===== src/mbc_pkg.sv =====
// Shared types and constants for the media playback clock.
// Request and result payload structs, command and run state codes.
// No dependencies.
package mbc_pkg;

  // Default widths handed to the top level parameters
  localparam int TIME_WIDTH_DEF = 64;
  localparam int RATE_WIDTH_DEF = 16;

  // Rate numerator and denominator after reset
  localparam int RATE_RESET = 1000;

  // Command codes
  localparam logic [3:0] CMD_QUERY     = 4'd0;
  localparam logic [3:0] CMD_PLAY      = 4'd1;
  localparam logic [3:0] CMD_PAUSE     = 4'd2;
  localparam logic [3:0] CMD_RESUME    = 4'd3;
  localparam logic [3:0] CMD_STOP      = 4'd4;
  localparam logic [3:0] CMD_SEEK      = 4'd5;
  localparam logic [3:0] CMD_SEEK_DONE = 4'd6;
  localparam logic [3:0] CMD_SET_RATE  = 4'd7;
  localparam logic [3:0] CMD_SET_AUDIO = 4'd8;

  // Run state codes
  localparam logic [1:0] RUN_STOPPED = 2'd0;
  localparam logic [1:0] RUN_PLAYING = 2'd1;
  localparam logic [1:0] RUN_PAUSED  = 2'd2;
  localparam logic [1:0] RUN_SEEKING = 2'd3;

  // Request payload
  typedef struct packed {
    logic [3:0]  cmd;
    logic [62:0] now_usec;
    logic [62:0] seek_target_in;
    logic [15:0] rate_num_in;
    logic [15:0] rate_den_in;
    logic [62:0] audio_frames_in;
  } mbc_req_t;

  // Result payload
  typedef struct packed {
    logic [1:0]         run_state_out;
    logic signed [63:0] media_time_usec;
    logic [62:0]        seek_target_out;
    logic [62:0]        audio_frames_out;
  } mbc_res_t;

endpackage


===== src/media_playback_clock.sv =====
// Media playback clock top level: command sequencer, clock state and result register.
// Uses mbc_scale for the rate scaling and mbc_pkg for payload types and codes.
// One request is worked on at a time; most of its work is the bit-serial scaler, with
// RATE_WIDTH multiply steps and 64 + RATE_WIDTH divide steps. A set-rate request while
// playing runs the scaler three times (old-rate media time, re-anchor, new-rate media
// time). A stop or stopped-state request skips the scaler and goes from S_EXEC through
// S_ELAP0 and S_ELAP1 to S_OUT. The next request is taken while a result still waits.
module media_playback_clock #(
  parameter int TIME_WIDTH = mbc_pkg::TIME_WIDTH_DEF,
  parameter int RATE_WIDTH = mbc_pkg::RATE_WIDTH_DEF
) (
  input  logic             clk,
  input  logic             rst,
  input  logic             cmd_valid,
  output logic             cmd_stall,
  input  mbc_pkg::mbc_req_t cmd_data,
  output logic             res_valid,
  input  logic             res_stall,
  output mbc_pkg::mbc_res_t res_data
);

  localparam int TW = (TIME_WIDTH >= 63) ? 63 : TIME_WIDTH;
  localparam logic [62:0] TMASK = 63'((64'd1 << TW) - 64'd1);

  typedef enum logic [3:0] {
    S_IDLE, S_EXEC, S_RESUME, S_ELAP0, S_ELAP1, S_WAIT_MT, S_WAIT_RA, S_OUT
  } state_t;

  state_t                state;

  // Latched request
  logic [3:0]            r_cmd;
  logic [63:0]           r_now;
  logic [62:0]           r_target;
  logic [62:0]           r_frames;
  logic [RATE_WIDTH-1:0] new_num;
  logic [RATE_WIDTH-1:0] new_den;

  // Clock state
  logic [1:0]            run_state;
  logic [63:0]           epoch;
  logic [63:0]           pause_offset;
  logic [63:0]           pause_mark;
  logic [RATE_WIDTH-1:0] play_num;
  logic [RATE_WIDTH-1:0] play_den;
  logic [62:0]           seek_target;
  logic [62:0]           audio_pos;

  // Scaler operands and working values
  logic                  reanchor;
  logic                  sc_start;
  logic [63:0]           sc_x;
  logic [RATE_WIDTH-1:0] sc_mul;
  logic [RATE_WIDTH-1:0] sc_div;
  logic                  sc_done;
  logic [63:0]           sc_result;
  logic [63:0]           media;

  assign cmd_stall = (state != S_IDLE);

  mbc_scale #(
    .RATE_WIDTH(RATE_WIDTH)
  ) u_scale (
    .clk   (clk),
    .rst   (rst),
    .start (sc_start),
    .x     (sc_x),
    .mul   (sc_mul),
    .div   (sc_div),
    .done  (sc_done),
    .result(sc_result)
  );

  // Sequence each request and hold the clock state
  always_ff @(posedge clk) begin
    if (rst) begin
      state        <= S_IDLE;
      res_valid    <= 1'b0;
      sc_start     <= 1'b0;
      reanchor     <= 1'b0;
      run_state    <= mbc_pkg::RUN_STOPPED;
      epoch        <= '0;
      pause_offset <= '0;
      pause_mark   <= '0;
      play_num     <= RATE_WIDTH'(mbc_pkg::RATE_RESET);
      play_den     <= RATE_WIDTH'(mbc_pkg::RATE_RESET);
      seek_target  <= '0;
      audio_pos    <= '0;
    end else begin
      sc_start <= 1'b0;
      // Drop the result once taken
      if (res_valid && !res_stall) begin
        res_valid <= 1'b0;
      end
      case (state)
        S_IDLE: begin
          if (cmd_valid) begin
            r_cmd    <= cmd_data.cmd;
            r_now    <= {1'b0, cmd_data.now_usec & TMASK};
            r_target <= cmd_data.seek_target_in & TMASK;
            r_frames <= cmd_data.audio_frames_in & TMASK;
            new_num  <= RATE_WIDTH'(cmd_data.rate_num_in);
            new_den  <= RATE_WIDTH'(cmd_data.rate_den_in);
            state    <= S_EXEC;
          end
        end
        S_EXEC: begin
          state <= S_ELAP0;
          case (r_cmd)
            mbc_pkg::CMD_PLAY: begin
              epoch        <= r_now;
              pause_offset <= '0;
              pause_mark   <= '0;
              audio_pos    <= '0;
              run_state    <= mbc_pkg::RUN_PLAYING;
            end
            mbc_pkg::CMD_PAUSE: begin
              if (run_state == mbc_pkg::RUN_PLAYING) begin
                pause_mark <= r_now;
                run_state  <= mbc_pkg::RUN_PAUSED;
              end
            end
            mbc_pkg::CMD_RESUME: begin
              if (run_state == mbc_pkg::RUN_PAUSED) begin
                sc_x  <= r_now - pause_mark;
                state <= S_RESUME;
              end
            end
            mbc_pkg::CMD_STOP: begin
              run_state <= mbc_pkg::RUN_STOPPED;
            end
            mbc_pkg::CMD_SEEK: begin
              seek_target <= r_target;
              run_state   <= mbc_pkg::RUN_SEEKING;
            end
            mbc_pkg::CMD_SEEK_DONE: begin
              epoch        <= r_now - {1'b0, seek_target};
              pause_offset <= '0;
              run_state    <= mbc_pkg::RUN_PLAYING;
            end
            mbc_pkg::CMD_SET_RATE: begin
              if ((new_num != '0) && (new_den != '0)) begin
                if (run_state == mbc_pkg::RUN_PLAYING) begin
                  reanchor <= 1'b1;
                end else begin
                  play_num <= new_num;
                  play_den <= new_den;
                end
              end
            end
            mbc_pkg::CMD_SET_AUDIO: begin
              audio_pos <= r_frames;
            end
            default: begin
            end
          endcase
        end
        // Fold the pause length into the offset
        S_RESUME: begin
          pause_offset <= pause_offset + sc_x;
          pause_mark   <= '0;
          run_state    <= mbc_pkg::RUN_PLAYING;
          state        <= S_ELAP0;
        end
        // Elapsed time, frozen at pause start while paused
        S_ELAP0: begin
          sc_x  <= ((run_state == mbc_pkg::RUN_PAUSED) ? pause_mark : r_now) - epoch;
          state <= S_ELAP1;
        end
        S_ELAP1: begin
          if (run_state == mbc_pkg::RUN_STOPPED) begin
            media <= '0;
            state <= S_OUT;
          end else begin
            sc_x     <= sc_x - pause_offset;
            sc_mul   <= play_num;
            sc_div   <= play_den;
            sc_start <= 1'b1;
            state    <= S_WAIT_MT;
          end
        end
        S_WAIT_MT: begin
          if (sc_done) begin
            if (reanchor) begin
              sc_x     <= sc_result;
              sc_mul   <= new_den;
              sc_div   <= new_num;
              sc_start <= 1'b1;
              state    <= S_WAIT_RA;
            end else begin
              media <= sc_result;
              state <= S_OUT;
            end
          end
        end
        // Re-anchor the epoch for the new rate, then recompute media time
        S_WAIT_RA: begin
          if (sc_done) begin
            epoch        <= r_now - sc_result;
            pause_offset <= '0;
            play_num     <= new_num;
            play_den     <= new_den;
            reanchor     <= 1'b0;
            state        <= S_ELAP0;
          end
        end
        S_OUT: begin
          if (!res_valid || !res_stall) begin
            res_data.run_state_out    <= run_state;
            res_data.media_time_usec  <= media;
            res_data.seek_target_out  <= seek_target;
            res_data.audio_frames_out <= audio_pos;
            res_valid                 <= 1'b1;
            state                     <= S_IDLE;
          end
        end
        default: begin
          state <= S_IDLE;
        end
      endcase
    end
  end

endmodule


===== src/mbc_scale.sv =====
// Bit-serial scaler: signed x * mul / div, truncated toward zero, saturated to 64 bits.
// Shift-add multiply one multiplier bit per cycle, then restoring divide one bit per cycle.
// Depends on mbc_pkg.
module mbc_scale #(
  parameter int RATE_WIDTH = mbc_pkg::RATE_WIDTH_DEF
) (
  input  logic                  clk,
  input  logic                  rst,
  input  logic                  start,
  input  logic [63:0]           x,
  input  logic [RATE_WIDTH-1:0] mul,
  input  logic [RATE_WIDTH-1:0] div,
  output logic                  done,
  output logic [63:0]           result
);

  localparam int PW = 64 + RATE_WIDTH;
  localparam int CW = $clog2(PW);
  localparam logic [63:0] SIGN64 = {1'b1, 63'd0};
  localparam logic [63:0] MASK63 = {1'b0, {63{1'b1}}};

  typedef enum logic [2:0] {S_IDLE, S_NEG, S_MUL, S_DIV, S_SAT} state_t;

  state_t                state;
  logic                  neg;
  logic [63:0]           mag;
  logic [RATE_WIDTH-1:0] mreg;
  logic [RATE_WIDTH-1:0] dreg;
  logic [PW-1:0]         prod;
  logic [RATE_WIDTH-1:0] rem;
  logic [CW-1:0]         cnt;

  // Trial subtract of one restoring-divide step
  logic [RATE_WIDTH:0]   trial;
  logic [RATE_WIDTH:0]   diff;
  logic                  ge;
  // Saturation of the finished quotient
  logic                  hi_set;
  logic [63:0]           lo;
  logic [63:0]           sat;

  assign trial  = {rem, prod[PW-1]};
  assign diff   = trial - {1'b0, dreg};
  assign ge     = (trial >= {1'b0, dreg});
  assign hi_set = |prod[PW-1:64];
  assign lo     = prod[63:0];

  always_comb begin
    if (neg) begin
      sat = (hi_set || (lo > SIGN64)) ? SIGN64 : (~lo + 64'd1);
    end else begin
      sat = (hi_set || lo[63]) ? MASK63 : lo;
    end
  end

  // Sequence negate, multiply, divide and saturate
  always_ff @(posedge clk) begin
    if (rst) begin
      state <= S_IDLE;
      done  <= 1'b0;
    end else begin
      done <= 1'b0;
      case (state)
        S_IDLE: begin
          if (start) begin
            mag   <= x;
            neg   <= x[63];
            mreg  <= mul;
            dreg  <= div;
            state <= S_NEG;
          end
        end
        S_NEG: begin
          if (neg) begin
            mag <= ~mag + 64'd1;
          end
          prod  <= '0;
          cnt   <= CW'(RATE_WIDTH - 1);
          state <= S_MUL;
        end
        S_MUL: begin
          prod <= {prod[PW-2:0], 1'b0} + (mreg[RATE_WIDTH-1] ? PW'(mag) : '0);
          mreg <= {mreg[RATE_WIDTH-2:0], 1'b0};
          if (cnt == '0) begin
            rem   <= '0;
            cnt   <= CW'(PW - 1);
            state <= S_DIV;
          end else begin
            cnt <= cnt - 1'b1;
          end
        end
        S_DIV: begin
          prod <= {prod[PW-2:0], ge};
          rem  <= ge ? diff[RATE_WIDTH-1:0] : trial[RATE_WIDTH-1:0];
          if (cnt == '0) begin
            state <= S_SAT;
          end else begin
            cnt <= cnt - 1'b1;
          end
        end
        S_SAT: begin
          result <= sat;
          done   <= 1'b1;
          state  <= S_IDLE;
        end
        default: begin
          state <= S_IDLE;
        end
      endcase
    end
  end

endmodule


===== config.mk =====
export PLATFORM = sky130hd
export DESIGN_NAME = media_playback_clock
export DESIGN_NICKNAME = d
export VERILOG_FILES = /design/src/mbc_pkg.sv /design/src/media_playback_clock.sv /design/src/mbc_scale.sv
export SDC_FILE = /design/constraint.sdc
export NUM_CORES = 2
export LEC_CHECK = 0
export ABC_AREA = 1
export BUFFER_PORTS_ARGS = -buffer_cell sky130_fd_sc_hd__buf_2
export CAP_MARGIN = 20
export CORE_MARGIN = 2
export CORE_UTILIZATION = 30
export DETAILED_ROUTE_END_ITERATION = 10
export GPL_TIMING_DRIVEN = 0
export PLACE_DENSITY = 0.49
export RECOVER_POWER = 50
export SETUP_SLACK_MARGIN = 0.4
export SYNTH_ARGS = -nofsm -noshare
export SYNTH_HDL_FRONTEND = slang
export SYNTH_SLANG_ARGS = --single-unit

===== constraint.sdc =====
create_clock -name clk -period 19.1 [get_ports clk]
set_input_delay 2.865 -clock clk [delete_from_list [all_inputs] [get_ports clk]]
set_output_delay 2.865 -clock clk [all_outputs]
set_load 0.02 [all_outputs]

[Word-level counts from Yosys, hierarchy flattened]
Cells that the tools add are included.
Word-level totals
  latch bits: 0
  memories kept: 0
  input bits: 229
  memory bits (writable): 0
  bits in registers: 1204
  bits in read-only memories: 0
Operators by class
  bitwise gates (word level): 3
  reductions and logical operators: 48
  shifts and indexed selects: 0
  $add $sub $neg: 11
  div/mod/pow operators: 0
  multiply operators: 0
  equal/unequal tests: 45
  multiplexer cells: 84
  order comparisons: 2
Operator list (count)
  64-bit two-way mux: 19
  64-bit one-hot mux with 2 select lines: 6
  16-bit two-way mux: 17
  64-bit one-hot mux with 4 select lines: 1
  80-bit one-hot mux with 3 select lines: 1
  16-bit one-hot mux with 2 select lines: 6
  64-bit one-hot mux with 3 select lines: 1
  64-bit by 1-bit adder with 64-bit output, second input constant: 2
  64-bit NOT: 2
  63-bit by 64-bit subtractor with 64-bit output: 2
  64-bit subtractor: 2
  63-bit one-hot mux with 2 select lines: 1
  80-bit adder: 1
  64-bit adder: 1
  64-bit > comparator, second input constant: 1
  63-bit by 63-bit subtractor with 64-bit output: 1
  3-bit AND reduction: 11
  4-bit by 3-bit equality test with 1-bit output, second input constant: 8
  4-bit one-hot mux with 8 select lines: 1
  16-bit nonzero test: 2
  2-bit inequality test, second input constant: 14
  7-bit one-hot mux with 3 select lines: 1
  5-bit AND reduction: 4
  17-bit by 16-bit greater-or-equal comparator with 1-bit output: 1
  other kinds (39): 87

[Depth between registers and ports, before layout]
  depth in word-level cells: 5
  depth in mapped cells: 24
  depth with buffers taken out: 23

[Cells and area by module]
From an unflattened synthesis, not the netlist that was laid out.
Unflattened totals
  cell total of the unflattened synthesis: 13348
  area total of the unflattened synthesis: 88685.1 sq um
By module, submodules not included
  media_playback_clock: area an instance 66132.2 sq um, cells each 9947, instances 1, sequential area each 24473.5 sq um
  mbc_scale: area an instance 22552.9 sq um, cells each 3401, instances 1, sequential area each 8007.7 sq um

[Worst setup path before layout]
No wires, ideal clock.
  path kind: input-to-reg
  start: in rst
  end: reg res_data[0] (netlist name) (enable)
  slack: 1.696 ns
  arrival time: 16.425 ns
  setup time: 0.979 ns
  stages: 4
  path buffers: 3
  cell sequence: clkbuf_1 > clkbuf_1 > clkbuf_1 > nor3_1
On the way
  word-level cells in the longest chain between the ends: 2
Ends and longest elaborated chain
  start: declaration: line media_playback_clock.sv:13  | input logic rst,
  1-bit NOT (no source line)
  3-bit AND reduction (no source line)
  end: declaration: line media_playback_clock.sv:19  | output mbc_pkg::mbc_res_t res_data
No other way between the ends.
A chain may end at the register's enable or synchronous reset.

[Final worst setup path]
  start: in rst
  end: reg res_data[66] (netlist name) (enable)
The elaborated chain is that of the path after synthesis.

==> out/metrics.csv <==
metric,value,unit
synth_commonest_cells,"nand2_1, inv_1, nor2_1",
drv_cap,4,
ys_types,53,
dp_hpwl,398000,um
hold_viol_final,0,
clk_pin_slew,0.06,ns
synth_nets,13500,
netlist_area,86900,um^2
async_flop_share,0,
tightest_slew,1.96,ns
start_kind,input pin,
dpl_cell_area,95000,um^2
drv_slew,33,
min_period,7.44,ns
startpoint,rst,
final_area,99800,um^2
critPathMaxFanout,11,
io_pins,423,
grt_max_degree,36,
status,"complete, but fails checks",
dp.cells,17100,
power,16.0,mW
synth_area_leaders,"edfxtp_1, nand2_1, inv_1, dfxtp_1, ha_1",
seq_area_frac_synth,0.374,
slowest_stage,clkbuf_1,
dieArea,294000,um^2
initial_core_util,0.302,
tritoncts,built,
syn_inst,12800,
post_cts_resized,0,
worstPathArrival,8.04,ns
fin_crit_sh,0.390,
crit_chain,clkbuf_1 -> clkbuf_1 -> clkbuf_1 -> clkbuf_1 -> clkbuf_2 -> nor3_2 -> buf_6 -> buf_6 -> buf_6 -> buf_4 -> buf_6 -> buf_6 -> buf_6,
viasPerCell,5.21,
cts_buffer_depth,4,
skew,0.0874,ns
ys_ff_latch,1202,
io_buffers,422,
cp_common_cell,buf_6,
post_cts_buffers,0,
finalSetupTns,0,ns
die_x,542,um
cpPeakStageDelay,1.48,ns
synth_area_per_cell,6.79,um^2
grt_usage,0.309,
rows,197,
dr.pass1.iters,6,
power_density,161,nW/um^2
grt_pass1_vias,84700,
max_freq,0.134,GHz
netlist.top_cell.by_area,edfxtp_1,
setup_viol,0,
min_from,media[32],
grt_antenna_before_repair,34,
synth_enable_flop_cells,841,
synth_flop_cell,edfxtp_1,
violations,"capacitance limit, slew limit",
die_height,542,um
h-tree-depth,4,
vias,90600,
insertion_delay,0.89,ns
place.gp.congestion,1.04,
drive_above_1_share,0.0517,
whs,0.383,ns
wirelength,469000,um
crit_type,in -> reg,
grt_overflow,0,
hp-class,reg -> reg,
yosysMostFrequentCell,nand2_1,
fillers,32100,
grt_pass1_wl,642000,um
cts-root-buf,clkbuf_16,
cts_sinks,1202,
slew_headroom,-0.308,
rsz0062_at_grt,no,
antenna_left,0,
numCtsBuffers,150,
synth.top_cell.area_share,0.290,
wl_per_cell,26.9,um
p_leak,43.8,nW
final_cells,17400,
reg2reg_from,run_state[0],
yosys_warnings,0,
core-area,288000,um^2
ir_drop,74.0,uV
required,19.70,ns
route.detailed.drc,0,
drt_iter0_markers,10000,
nets,14200,
area_delta_synth_final,14.7,%
hold_buffers,0,
crit_path_end_kind,flip-flop,
==> layout make-up <==
| cell class | count | area, um^2 | share of cell area |
|---|---|---|---|
| multi-input combinational | 9045 | 44800 | 0.449 |
| sequential | 1202 | 32500 | 0.326 |
| inverter | 2256 | 8470 | 0.0849 |
| tap | 3781 | 4730 | 0.0474 |
| clock buffer | 197 | 4100 | 0.0411 |
| timing repair buffer | 509 | 3030 | 0.0304 |
| buffer | 305 | 1210 | 0.0122 |
| clock inverter | 71 | 852 | 0.00854 |
| antenna | 21 | 52.6 | 0.000527 |
==> registers in the layout, summed over array words and instances (netlist names), 64 cells and up <==
register        cells
media              64
u_scale.prod       80
u_scale.result     64
res_data          192
u_scale.mag        64
sc_x               64
epoch              64
pause_offset       64
==> through the flow <==
step	setup slack, ns	util
CTS	12.69	0.347
finish	11.66	0.346
global route	11.73	0.346
global placement	-13.32	0.326
floorplan	1.70	-
detailed placement	11.80	0.330
==> cell families after synthesis <==
kind of cell	count (synthesis)	synth area share
and+or+nand+nor	6048	0.285
buffers and inverters	2561	0.111
AOI/OAI and AO/OA	2352	0.144
DFF	1202	0.374
adders and majority gates	469	0.0682
xor gates and xnor gates	176	0.0177
==> placed cells by master (no fill, tap or decap), drive strengths merged, types with 68 or more instances in the layout <==
master / Yosys / layout
o21ai: 943 / 943
clkbuf: 250 / 601
nor3: 168 / 168
edfxtp: 841 / 841
xor2: 146 / 146
nor2: 1285 / 1285
inv: 2250 / 2259
nand2: 3537 / 3537
nand3: 752 / 752
ha: 461 / 461
buf: 55 / 410
a211oi: 68 / 68
a21oi: 1125 / 1125
dfxtp: 361 / 361
nand4: 155 / 155
==> layer usage <==
metal,up-vias,global-route usage,wire length [um]
met5,-,0,69
met4,10,0.141,23600
met3,705,0.0577,38500
met2,3698,0.476,203000
met1,43200,0.416,204000
li1,43000,-,-
==> worst paths after layout <==
path	to	slack (ns)	depth (start not counted)
worst max-delay path	res_data[66]	11.66	13
worst min register to register	res_data[158]	0.38	0
worst min-delay path	res_data[158]	0.38	0
worst max register to register	sc_x[60]	13.08	21
==> critical path: cells and delay by family <==
family,cells,cell delay [ns]
AND/OR/NAND/NOR,1,0.31
buffers and inverters,12,4.77
==> power breakdown <==
group | internal [mW] | switching, mW
clock network | 1.72 | 1.24
registers | 3.49 | 0.664
logic | 2.27 | 6.65
No activity file was read; power rests on OpenSTA's default activity.
